`config.mk`:
```
export PLATFORM = sky130hd
export DESIGN_NAME = rtbc_back
export DESIGN_NICKNAME = d
export VERILOG_FILES = /design/src/sv/rtbc_pkg.sv /design/src/sv/rtbc_back.sv
export SDC_FILE = /design/constraint.sdc
export NUM_CORES = 1
export LEC_CHECK = 0
export BUFFER_PORTS_ARGS = -buffer_cell sky130_fd_sc_hd__buf_2
export CORE_UTILIZATION = 52
export CTS_CLUSTER_DIAMETER = 150
export DETAILED_ROUTE_END_ITERATION = 8
export PLACE_DENSITY = 0.75
export SETUP_SLACK_MARGIN = 0.02
export SLEW_MARGIN = 20
export SYNTH_ARGS = -nofsm -noshare
export SYNTH_HDL_FRONTEND = slang
export SYNTH_SLANG_ARGS = --single-unit
```
`constraint.sdc`:
```
create_clock -name i_clk -period 5.9 [get_ports i_clk]
set_input_delay 1.18 -clock i_clk [delete_from_list [all_inputs] [get_ports i_clk]]
set_output_delay 1.18 -clock i_clk [all_outputs]
set_load 0.005 [all_outputs]
```
`src/sv/rtbc_pkg.sv`:
```
// ----------------------------------------------------------------------------
// Region tint and bounds checker package
// Shared constants, codes and types for the region checker modules.
// ----------------------------------------------------------------------------
package rtbc_pkg;

    // Default coordinate width in bits.
    localparam int COORD_BITS = 12;

    // Depth of the queue between the classifier and the accumulator.
    localparam int QUEUE_DEPTH = 4;

    // Width of an RGBA8 color word.
    localparam int COLOR_BITS = 32;

    // Width of the configuration port.
    localparam int CFG_IDX_BITS  = 3;
    localparam int CFG_DATA_BITS = 32;

    // Width of the output tuser: finding code plus box and color flags.
    localparam int OUT_USER_BITS = 5;

    // Result codes.
    typedef enum logic [2:0] {
        FND_HELD        = 3'd0,
        FND_NO_TINT     = 3'd1,
        FND_NOTHING     = 3'd2,
        FND_BOUNDS      = 3'd3,
        FND_TINT_ABSENT = 3'd4,
        FND_FOREIGN     = 3'd5
    } t_finding;

    // Configuration register indexes.
    typedef enum logic [CFG_IDX_BITS-1:0] {
        CFG_CHECK_MODE    = 3'd0,
        CFG_GROUND_COLOR  = 3'd1,
        CFG_TINT_COLOR    = 3'd2,
        CFG_TINT_PRESENT  = 3'd3,
        CFG_EXPECT_LEFT   = 3'd4,
        CFG_EXPECT_TOP    = 3'd5,
        CFG_EXPECT_RIGHT  = 3'd6,
        CFG_EXPECT_BOTTOM = 3'd7
    } t_cfg_idx;

    // Classification of one pixel, produced by the front end.
    typedef struct packed {
        logic last;      // final pixel of the region
        logic painted;   // differs from the ground color
        logic blend_ok;  // every channel between ground and tint
        logic is_tint;   // equals the tint color exactly
    } t_cls;

    localparam int CLS_BITS = $bits(t_cls);

endpackage

```
`src/sv/rtbc_back.sv`:
```
// ----------------------------------------------------------------------------
// Region checker back end
// Accumulates the bounding box, tint and foreign pixel state of a region and
// forms the result in an output register on the region's last pixel.
// ----------------------------------------------------------------------------
module rtbc_back #(
    parameter int COORD_BITS = rtbc_pkg::COORD_BITS,
    parameter int OUT_W      = 88
) (
    input  logic                                 i_clk,
    input  logic                                 i_rst_n,
    // Classified pixel from the queue
    input  logic                                 i_valid,
    output logic                                 o_ready,
    input  rtbc_pkg::t_cls                       i_cls,
    input  logic [COORD_BITS-1:0]                i_x,
    input  logic [COORD_BITS-1:0]                i_y,
    input  logic [rtbc_pkg::COLOR_BITS-1:0]      i_rgba,
    // Check configuration
    input  logic                                 i_check_mode,
    input  logic                                 i_tint_present,
    input  logic [COORD_BITS-1:0]                i_expect_left,
    input  logic [COORD_BITS-1:0]                i_expect_top,
    input  logic [COORD_BITS:0]                  i_expect_right,
    input  logic [COORD_BITS:0]                  i_expect_bottom,
    // Result stream
    output logic                                 o_m_tvalid,
    input  logic                                 i_m_tready,
    output logic [OUT_W-1:0]                     o_m_tdata,
    output logic [rtbc_pkg::OUT_USER_BITS-1:0]   o_m_tuser
);

    // Region state.
    logic                            r_inked,     n_inked,     u_inked;
    logic [COORD_BITS-1:0]           r_left,      n_left,      u_left;
    logic [COORD_BITS-1:0]           r_top,       n_top,       u_top;
    logic [COORD_BITS:0]             r_right,     n_right,     u_right;
    logic [COORD_BITS:0]             r_bottom,    n_bottom,    u_bottom;
    logic                            r_tint_seen, n_tint_seen, u_tint_seen;
    logic                            r_fgn_seen,  n_fgn_seen,  u_fgn_seen;
    logic [COORD_BITS-1:0]           r_fgn_x,     n_fgn_x,     u_fgn_x;
    logic [COORD_BITS-1:0]           r_fgn_y,     n_fgn_y,     u_fgn_y;
    logic [rtbc_pkg::COLOR_BITS-1:0] r_fgn_rgba,  n_fgn_rgba,  u_fgn_rgba;

    // Output register.
    logic                            r_out_valid;
    logic                            n_out_valid;
    rtbc_pkg::t_finding              r_finding,   n_finding;
    logic                            r_box_valid, n_box_valid;
    logic [COORD_BITS-1:0]           r_fl,        n_fl;
    logic [COORD_BITS-1:0]           r_ft,        n_ft;
    logic [COORD_BITS:0]             r_fr,        n_fr;
    logic [COORD_BITS:0]             r_fb,        n_fb;
    logic                            r_col_valid, n_col_valid;
    logic [rtbc_pkg::COLOR_BITS-1:0] r_fc,        n_fc;

    logic                            slot_free;
    logic                            take;
    logic                            close;
    logic [COORD_BITS:0]             x1;
    logic [COORD_BITS:0]             y1;
    logic [COORD_BITS:0]             fgn_x1;
    logic [COORD_BITS:0]             fgn_y1;

    // A last pixel needs room in the output register; others always pass.
    assign slot_free = !r_out_valid || i_m_tready;
    assign o_ready   = !i_cls.last || slot_free;
    assign take      = i_valid && o_ready;
    assign close     = take && i_cls.last;

    assign x1 = {1'b0, i_x} + 1'b1;
    assign y1 = {1'b0, i_y} + 1'b1;

    // Fold the pixel into the region state.
    always_comb begin
        u_inked     = r_inked;
        u_left      = r_left;
        u_top       = r_top;
        u_right     = r_right;
        u_bottom    = r_bottom;
        u_tint_seen = r_tint_seen;
        u_fgn_seen  = r_fgn_seen;
        u_fgn_x     = r_fgn_x;
        u_fgn_y     = r_fgn_y;
        u_fgn_rgba  = r_fgn_rgba;
        if (take && i_cls.painted) begin
            if (!i_cls.blend_ok && !r_fgn_seen) begin
                u_fgn_seen = 1'b1;
                u_fgn_x    = i_x;
                u_fgn_y    = i_y;
                u_fgn_rgba = i_rgba;
            end
            if (!r_inked) begin
                u_inked  = 1'b1;
                u_left   = i_x;
                u_top    = i_y;
                u_right  = x1;
                u_bottom = y1;
            end else begin
                if (i_x < r_left)   u_left   = i_x;
                if (i_y < r_top)    u_top    = i_y;
                if (x1 > r_right)   u_right  = x1;
                if (y1 > r_bottom)  u_bottom = y1;
            end
            if (i_cls.is_tint) begin
                u_tint_seen = 1'b1;
            end
        end
    end

    // The region state clears once its result is formed.
    always_comb begin
        if (close) begin
            n_inked     = 1'b0;
            n_left      = '0;
            n_top       = '0;
            n_right     = '0;
            n_bottom    = '0;
            n_tint_seen = 1'b0;
            n_fgn_seen  = 1'b0;
            n_fgn_x     = '0;
            n_fgn_y     = '0;
            n_fgn_rgba  = '0;
        end else begin
            n_inked     = u_inked;
            n_left      = u_left;
            n_top       = u_top;
            n_right     = u_right;
            n_bottom    = u_bottom;
            n_tint_seen = u_tint_seen;
            n_fgn_seen  = u_fgn_seen;
            n_fgn_x     = u_fgn_x;
            n_fgn_y     = u_fgn_y;
            n_fgn_rgba  = u_fgn_rgba;
        end
    end

    assign fgn_x1 = {1'b0, u_fgn_x} + 1'b1;
    assign fgn_y1 = {1'b0, u_fgn_y} + 1'b1;

    // Result selection; order of the checks decides the finding.
    always_comb begin
        n_finding   = rtbc_pkg::FND_HELD;
        n_box_valid = 1'b0;
        n_fl        = '0;
        n_ft        = '0;
        n_fr        = '0;
        n_fb        = '0;
        n_col_valid = 1'b0;
        n_fc        = '0;
        if (i_check_mode) begin
            priority if (!i_tint_present) begin
                n_finding = rtbc_pkg::FND_NO_TINT;
            end else if (u_fgn_seen) begin
                n_finding   = rtbc_pkg::FND_FOREIGN;
                n_box_valid = 1'b1;
                n_col_valid = 1'b1;
                n_fl        = u_fgn_x;
                n_ft        = u_fgn_y;
                n_fr        = fgn_x1;
                n_fb        = fgn_y1;
                n_fc        = u_fgn_rgba;
            end else if (!u_inked) begin
                n_finding = rtbc_pkg::FND_NOTHING;
            end else begin
                n_box_valid = 1'b1;
                n_fl        = u_left;
                n_ft        = u_top;
                n_fr        = u_right;
                n_fb        = u_bottom;
                n_finding   = u_tint_seen ? rtbc_pkg::FND_HELD : rtbc_pkg::FND_TINT_ABSENT;
            end
        end else begin
            if (!u_inked) begin
                n_finding = rtbc_pkg::FND_NOTHING;
            end else begin
                n_box_valid = 1'b1;
                n_fl        = u_left;
                n_ft        = u_top;
                n_fr        = u_right;
                n_fb        = u_bottom;
                n_finding   = (u_left == i_expect_left && u_top == i_expect_top
                               && u_right == i_expect_right
                               && u_bottom == i_expect_bottom)
                              ? rtbc_pkg::FND_HELD : rtbc_pkg::FND_BOUNDS;
            end
        end
    end

    // Output valid: set by a closing pixel, cleared when the result is taken.
    always_comb begin
        n_out_valid = r_out_valid;
        if (close) begin
            n_out_valid = 1'b1;
        end else if (i_m_tready) begin
            n_out_valid = 1'b0;
        end
    end

    always_ff @(posedge i_clk) begin
        if (!i_rst_n) begin
            r_out_valid <= 1'b0;
            r_inked     <= 1'b0;
            r_left      <= '0;
            r_top       <= '0;
            r_right     <= '0;
            r_bottom    <= '0;
            r_tint_seen <= 1'b0;
            r_fgn_seen  <= 1'b0;
            r_fgn_x     <= '0;
            r_fgn_y     <= '0;
            r_fgn_rgba  <= '0;
        end else begin
            r_out_valid <= n_out_valid;
            r_inked     <= n_inked;
            r_left      <= n_left;
            r_top       <= n_top;
            r_right     <= n_right;
            r_bottom    <= n_bottom;
            r_tint_seen <= n_tint_seen;
            r_fgn_seen  <= n_fgn_seen;
            r_fgn_x     <= n_fgn_x;
            r_fgn_y     <= n_fgn_y;
            r_fgn_rgba  <= n_fgn_rgba;
        end
    end

    // Result payload is loaded only by a closing pixel.
    always_ff @(posedge i_clk) begin
        if (close) begin
            r_finding   <= n_finding;
            r_box_valid <= n_box_valid;
            r_fl        <= n_fl;
            r_ft        <= n_ft;
            r_fr        <= n_fr;
            r_fb        <= n_fb;
            r_col_valid <= n_col_valid;
            r_fc        <= n_fc;
        end
    end

    assign o_m_tvalid = r_out_valid;
    assign o_m_tdata  = OUT_W'({r_fc, r_fb, r_fr, r_ft, r_fl});
    assign o_m_tuser  = {r_col_valid, r_box_valid, r_finding};

endmodule

```
After elaboration in Yosys (flattened, before gate mapping)
Index checks and enable logic that the tools add are counted.
{"block": "totals", "elab_cells": 102, "reg_bits": 197, "out_inout_bits": 95}
{"block": "op_classes", "n_bitwise": 1, "magnitude_cmp": 4, "add_sub_neg": 4, "n_reduce_logical": 17, "eq_ne": 4, "n_mux": 53}
{"cell": "two-way mux 12 bit", "n": 18}
{"cell": "two-way mux 13 bit", "n": 14}
{"cell": "two-way mux 32 bit", "n": 2}
{"cell": "adder 12 x 1 -> 13 bit, second input constant", "n": 4}
{"cell": "== test 13 bit", "n": 2}
{"cell": "> comparator 13 bit", "n": 2}
{"cell": "== test 12 bit", "n": 2}
{"cell": "< comparator 12 bit", "n": 2}
{"cell": "two-way mux 3 bit", "n": 5}
{"cell": "two-way mux 1 bit", "n": 12}
{"cell": "logical AND 1 bit", "n": 7}
{"cell": "logical NOT 1 bit", "n": 4}
{"cell": "two-way mux 2 bit", "n": 2}
{"cell": "AND reduction 3 bit", "n": 1}
{"cell": "logical OR 1 bit", "n": 2}
{"cell": "AND reduction 2 bit", "n": 1}
{"cell": "nonzero test 2 bit", "n": 1}
{"cell": "OR reduction 2 bit", "n": 1}
{"cell": "inverter 1 bit", "n": 1}

Logic depth before layout (Yosys ltp)
{"block": "logic_depth", "depth_word": 13, "mapped_depth": 16, "depth_no_buf": 14}

Worst setup path after synthesis
No wires, ideal clock.
{"block": "synth_timing", "kind": "input -> register", "from": "in i_x[7]", "to": "reg r_finding[0] (data pin)", "stages": 16, "slack_ps": 1418, "t_arrival_ps": 4223, "path_cell_list": "buf_2 nand4_1 nor4_1 xnor2_1 inv_1 ha_1 nand4_1 or2_1 a311o_1 a21oi_4 buf_2 nor3b_1 a211oi_1 nand4_1 nor3_1 a21oi_1"}
{"block": "synth_between", "elab_chain_cells": 11, "elab_cells_between_ends": 17, "cone_classes": "1 x add/sub; 2 x order compare; 2 x eq/ne; 9 x mux; 3 x reduce/logical"}
{"item": "start: declaration", "line_no": "rtbc_back.sv:16", "rtl": "input logic [COORD_BITS-1:0] i_x,"}
{"item": "adder 12 x 1 -> 13 bit / < comparator 12 bit (equally long branches)", "line_no": "rtbc_back.sv:71, rtbc_back.sv:100"}
{"item": "> comparator 13 bit / two-way mux 12 bit (equally long branches)", "line_no": "rtbc_back.sv:102, rtbc_back.sv:100"}
{"item": "two-way mux 13 bit / two-way mux 12 bit (equally long branches)", "line_no": "rtbc_back.sv:102, rtbc_back.sv:93"}
{"item": "two-way mux 13 bit / two-way mux 12 bit (equally long branches)", "line_no": "rtbc_back.sv:93, rtbc_back.sv:86"}
{"item": "two-way mux 13 bit / == test 12 bit (equally long branches)", "line_no": "rtbc_back.sv:86, rtbc_back.sv:182"}
{"item": "== test 13 bit / logical AND 1 bit (equally long branches)", "line_no": "rtbc_back.sv:183, rtbc_back.sv:182"}
{"item": "logical AND 1 bit (*)", "line_no": "rtbc_back.sv:183", "rtl": "&& u_right == i_expect_right"}
{"item": "logical AND 1 bit (*)", "line_no": "rtbc_back.sv:184", "rtl": "&& u_bottom == i_expect_bottom)"}
{"item": "two-way mux 2 bit (*)", "line_no": "rtbc_back.sv:185", "rtl": "? rtbc_pkg::FND_HELD : rtbc_pkg::FND_BOUNDS;"}
{"item": "two-way mux 2 bit (*)", "line_no": "rtbc_back.sv:174", "rtl": "if (!u_inked) begin"}
{"item": "two-way mux 3 bit (*)", "line_no": "rtbc_back.sv:151", "rtl": "if (i_check_mode) begin"}
{"item": "net n_finding[0]", "line_no": "rtbc_back.sv:48", "rtl": "rtbc_pkg::t_finding r_finding, n_finding;"}
{"item": "end signal: assignment", "line_no": "rtbc_back.sv:231", "rtl": "r_finding <= n_finding;"}
{"item": "end: declaration", "line_no": "rtbc_back.sv:48"}
The timed path passes the listed nets; every way through them passes the cells marked *.
A chain may end at the register's enable or synchronous reset.

Worst setup path after layout
{"block": "layout_timing", "from": "in i_x[0]", "to": "reg r_finding[0] (data pin)"}
Same word-level chain as after synthesis.

==> metrics.yaml <==
nets: 1467
gp_congestion: 1.012
irDropWorstVdd_v: 0.0001896
core-area_mm2: 0.02023
drt_iter0_drc: 819
die_x_um: 145.8
wl_um: 32070
cp-start-kind: "input port"
status: "finished, final reports clean"
rsz0062_at_grt: "no"
ctsLongestPathBuffers: 2
seq_area_mm2: 0.004815
crit_fanout: 28
cts_hold_buffers: 0
ys_seq_area_share_pct: 44.80
pwr-share-seq_pct: 46.9
die_area_mm2: 0.02125
min_path_type: "reg -> reg"
p_leak_uw: 0.004930
ys_warn_count: 0
drc: 0
grt_pass1_vias: 8783
netlist_instances: 1114
fillers: 1719
stdcell_count: 1584
cts_tree: "yes"
htree_levels: 4
fin_crit_sh_pct: 89.20
cts.sink_count: 197
r2r_slack_ns: 2.18
swShare_pct: 29.77
setup_viol: 0
synthDistinctLibCells: 73
worst_slew_pin_slew_ns: 0.9102
ys_seq_elements: 197
final_antenna_net_count: 0
min_from: "r_tint_seen$_SDFF_PP0_"
antenna_found_initial: 2
num_vias: 9240
critPathKind: "in -> reg"
synth_ff_type: "dfxtp_1"
grt_pass1_wl_um: 48910
clk_pin_slew_ns: 0.07
switchingPower_uw: 952.3
synth-edff-count: 87
numPlacedInstances: 1549
post_drt_via_cell_ratio: 5.833
finalWorstSetupSlack_ns: 0.6374
cts_root_buf: "clkbuf_16"
overflow: 0
async_flop_share_pct: 0
maxCapViolCount: 0
numPortBuffers: 204
post_drt_wl_per_cell_um: 20.25
finalHoldViolCount: 0
cts-resized-gates: 0
grt_use_total_pct: 29.98
period_minus_slack_ns: 5.263
avgSynthCellArea_um2: 9.647
tns_ns: 0
die_h_um: 145.8
cp.required_ns: 6.08
holdWs_ns: 0.4616
drive_above_1_share_pct: 20.73
pwr-share-clk_pct: 36.9
netlist_area_mm2: 0.01075
hold_path_end: "r_tint_seen$_SDFF_PP0_"
worstPathArrival_ns: 5.45
initial_utilization_pct: 53.11
p_comb_share_pct: 16.2
hold_depth: 2
reg2regPathDepth: 11
post_cts_buffers: 0
cp-end-kind: "register"
multiInputGateArea_mm2: 0.005325
r2r-start: "r_right[9]$_SDFF_PP0_"
place_ws_ns: 0.3071
relSlewSlack_pct: 38.85
reg2reg_to: "r_finding[0]$_DFFE_PP_"
drt_pass1_iterations: 5
area_growth_pct: 17.09
drv_slew: 0
clk_latency_ns: 0.44
place_hpwl_um: 23660
io_pins: 211
p_per_area_mw_per_mm2: 254.2
grt_max_degree: 62
clock.fmax_mhz: 190.0
skew_ns: 0.01451
rows: 52
p_int_uw: 2247
cts_buffers: 17
[layout make-up]
class	count	area share (%)
Tap cell	270	2.685
Timing Repair Buffer	220	9.168
Sequential cell	197	38.26
Multi-Input combinational cell	771	42.32
Clock inverter	15	1.382
Antenna cell	2	0.03977
Inverter	92	2.764
Clock buffer	17	3.381
[worst max path at each step]
stage,startpoint,to,slack (ns),depth (start not counted)
floorplan,i_x[7],r_finding[0]$_DFFE_PP_,1.42,16
global placement,i_x[0],r_finding[1]$_DFFE_PP_,0.58,15
detailed placement,i_x[0],r_finding[0]$_DFFE_PP_,0.31,15
CTS,i_x[0],r_finding[0]$_DFFE_PP_,0.76,15
global route,i_x[0],r_finding[1]$_DFFE_PP_,0.48,15
finish,i_x[0],r_finding[0]$_DFFE_PP_,0.64,15
[flip-flops by register name (all words and copies together), names as in the netlist, 3 cells and up]
| name | cells |
|---|---|
| r_fc | 32 |
| r_fgn_rgba | 32 |
| r_bottom | 13 |
| r_fb | 13 |
| r_fr | 13 |
| r_right | 13 |
| r_fgn_x | 12 |
| r_fgn_y | 12 |
| r_fl | 12 |
| r_ft | 12 |
| r_left | 12 |
| r_top | 12 |
| r_finding | 3 |
[power groups by stage]
stage	registers [µW]	clock network, µW	logic, µW
global route	1500	1240	561
floorplan	1530	0	314
global placement	1530	0	498
detailed placement	1530	0	503
CTS	1500	1190	507
finish	1500	1180	519
[metal layers]
metal	GRT usage (%)	wire, µm
met5	0	0
met4	12.89	947
met3	4.357	2390
met2	46.70	14960
met1	41.58	13780
[worst max-delay path: stages]
cell,delay [ns]
buf_2,0.24
ha_1,0.31
inv_1,0.09
nor4_1,0.36
xor2_1,0.39
ha_1,0.20
nand4_1,0.17
or2_1,0.29
a311o_1,0.39
a21oi_4,0.68
mux2i_1,0.25
o311ai_0,0.18
nor4_1,0.36
and4bb_1,0.28
a21oi_1,0.07
[per-stage QoR]
step	total power, µW	area, µm²	utilization [%]
after floorplan	1843	10770	-
after global placement	2027	11960	59.10
after detailed placement	2034	11960	59.10
after CTS	3198	12560	62.06
after global routing	3308	12580	62.19
final	3199	12580	62.19
[logic make-up after synthesis]
family	after synthesis	synth area share (%)
compound gates	185	12.24
xor+xnor	75	6.112
fa+ha+maj	52	6.054
buf+inv	151	6.019
flops	197	44.80
mux	99	9.233
other cells	1	0.03489
simple gates	354	15.51
[cell usage after synthesis, types with 4 or more instances]
library cell | count | area (µm²)
nor2_1 | 179 | 671.9
dfxtp_1 | 110 | 2202
mux2i_1 | 98 | 980.9
inv_1 | 92 | 345.3
edfxtp_1 | 87 | 2613
ha_1 | 52 | 650.6
nand2_1 | 52 | 195.2
o22ai_1 | 50 | 312.8
xnor2_1 | 45 | 394.1
a21oi_1 | 40 | 200.2
xor2_1 | 30 | 262.8
clkbuf_1 | 26 | 97.59
nand3_1 | 24 | 120.1
o21ai_0 | 17 | 85.08
buf_2 | 16 | 80.08
nand4_1 | 16 | 100.1
nor3_1 | 16 | 80.08
nand2b_1 | 13 | 81.33
nor4_1 | 13 | 81.33
buf_4 | 12 | 90.09
a221oi_1 | 7 | 61.31
a21o_1 | 6 | 45.04
a222oi_1 | 6 | 60.06
nand3b_1 | 6 | 45.04
nor2b_1 | 6 | 37.54
o2111ai_1 | 6 | 52.55
a22oi_1 | 5 | 37.54
or3_1 | 4 | 25.02
[placed cells by master (no fill, tap or decap), types with 45 or more instances in the layout]
cell type | synthesis | final
o22ai_1 | 50 | 50
xnor2_1 | 45 | 45
dfxtp_1 | 110 | 110
nor2_1 | 179 | 179
nand2_1 | 52 | 51
edfxtp_1 | 87 | 87
ha_1 | 52 | 52
mux2i_1 | 98 | 98
inv_1 | 92 | 91
buf_2 | 16 | 204
Power figures use the tool's default switching activity.
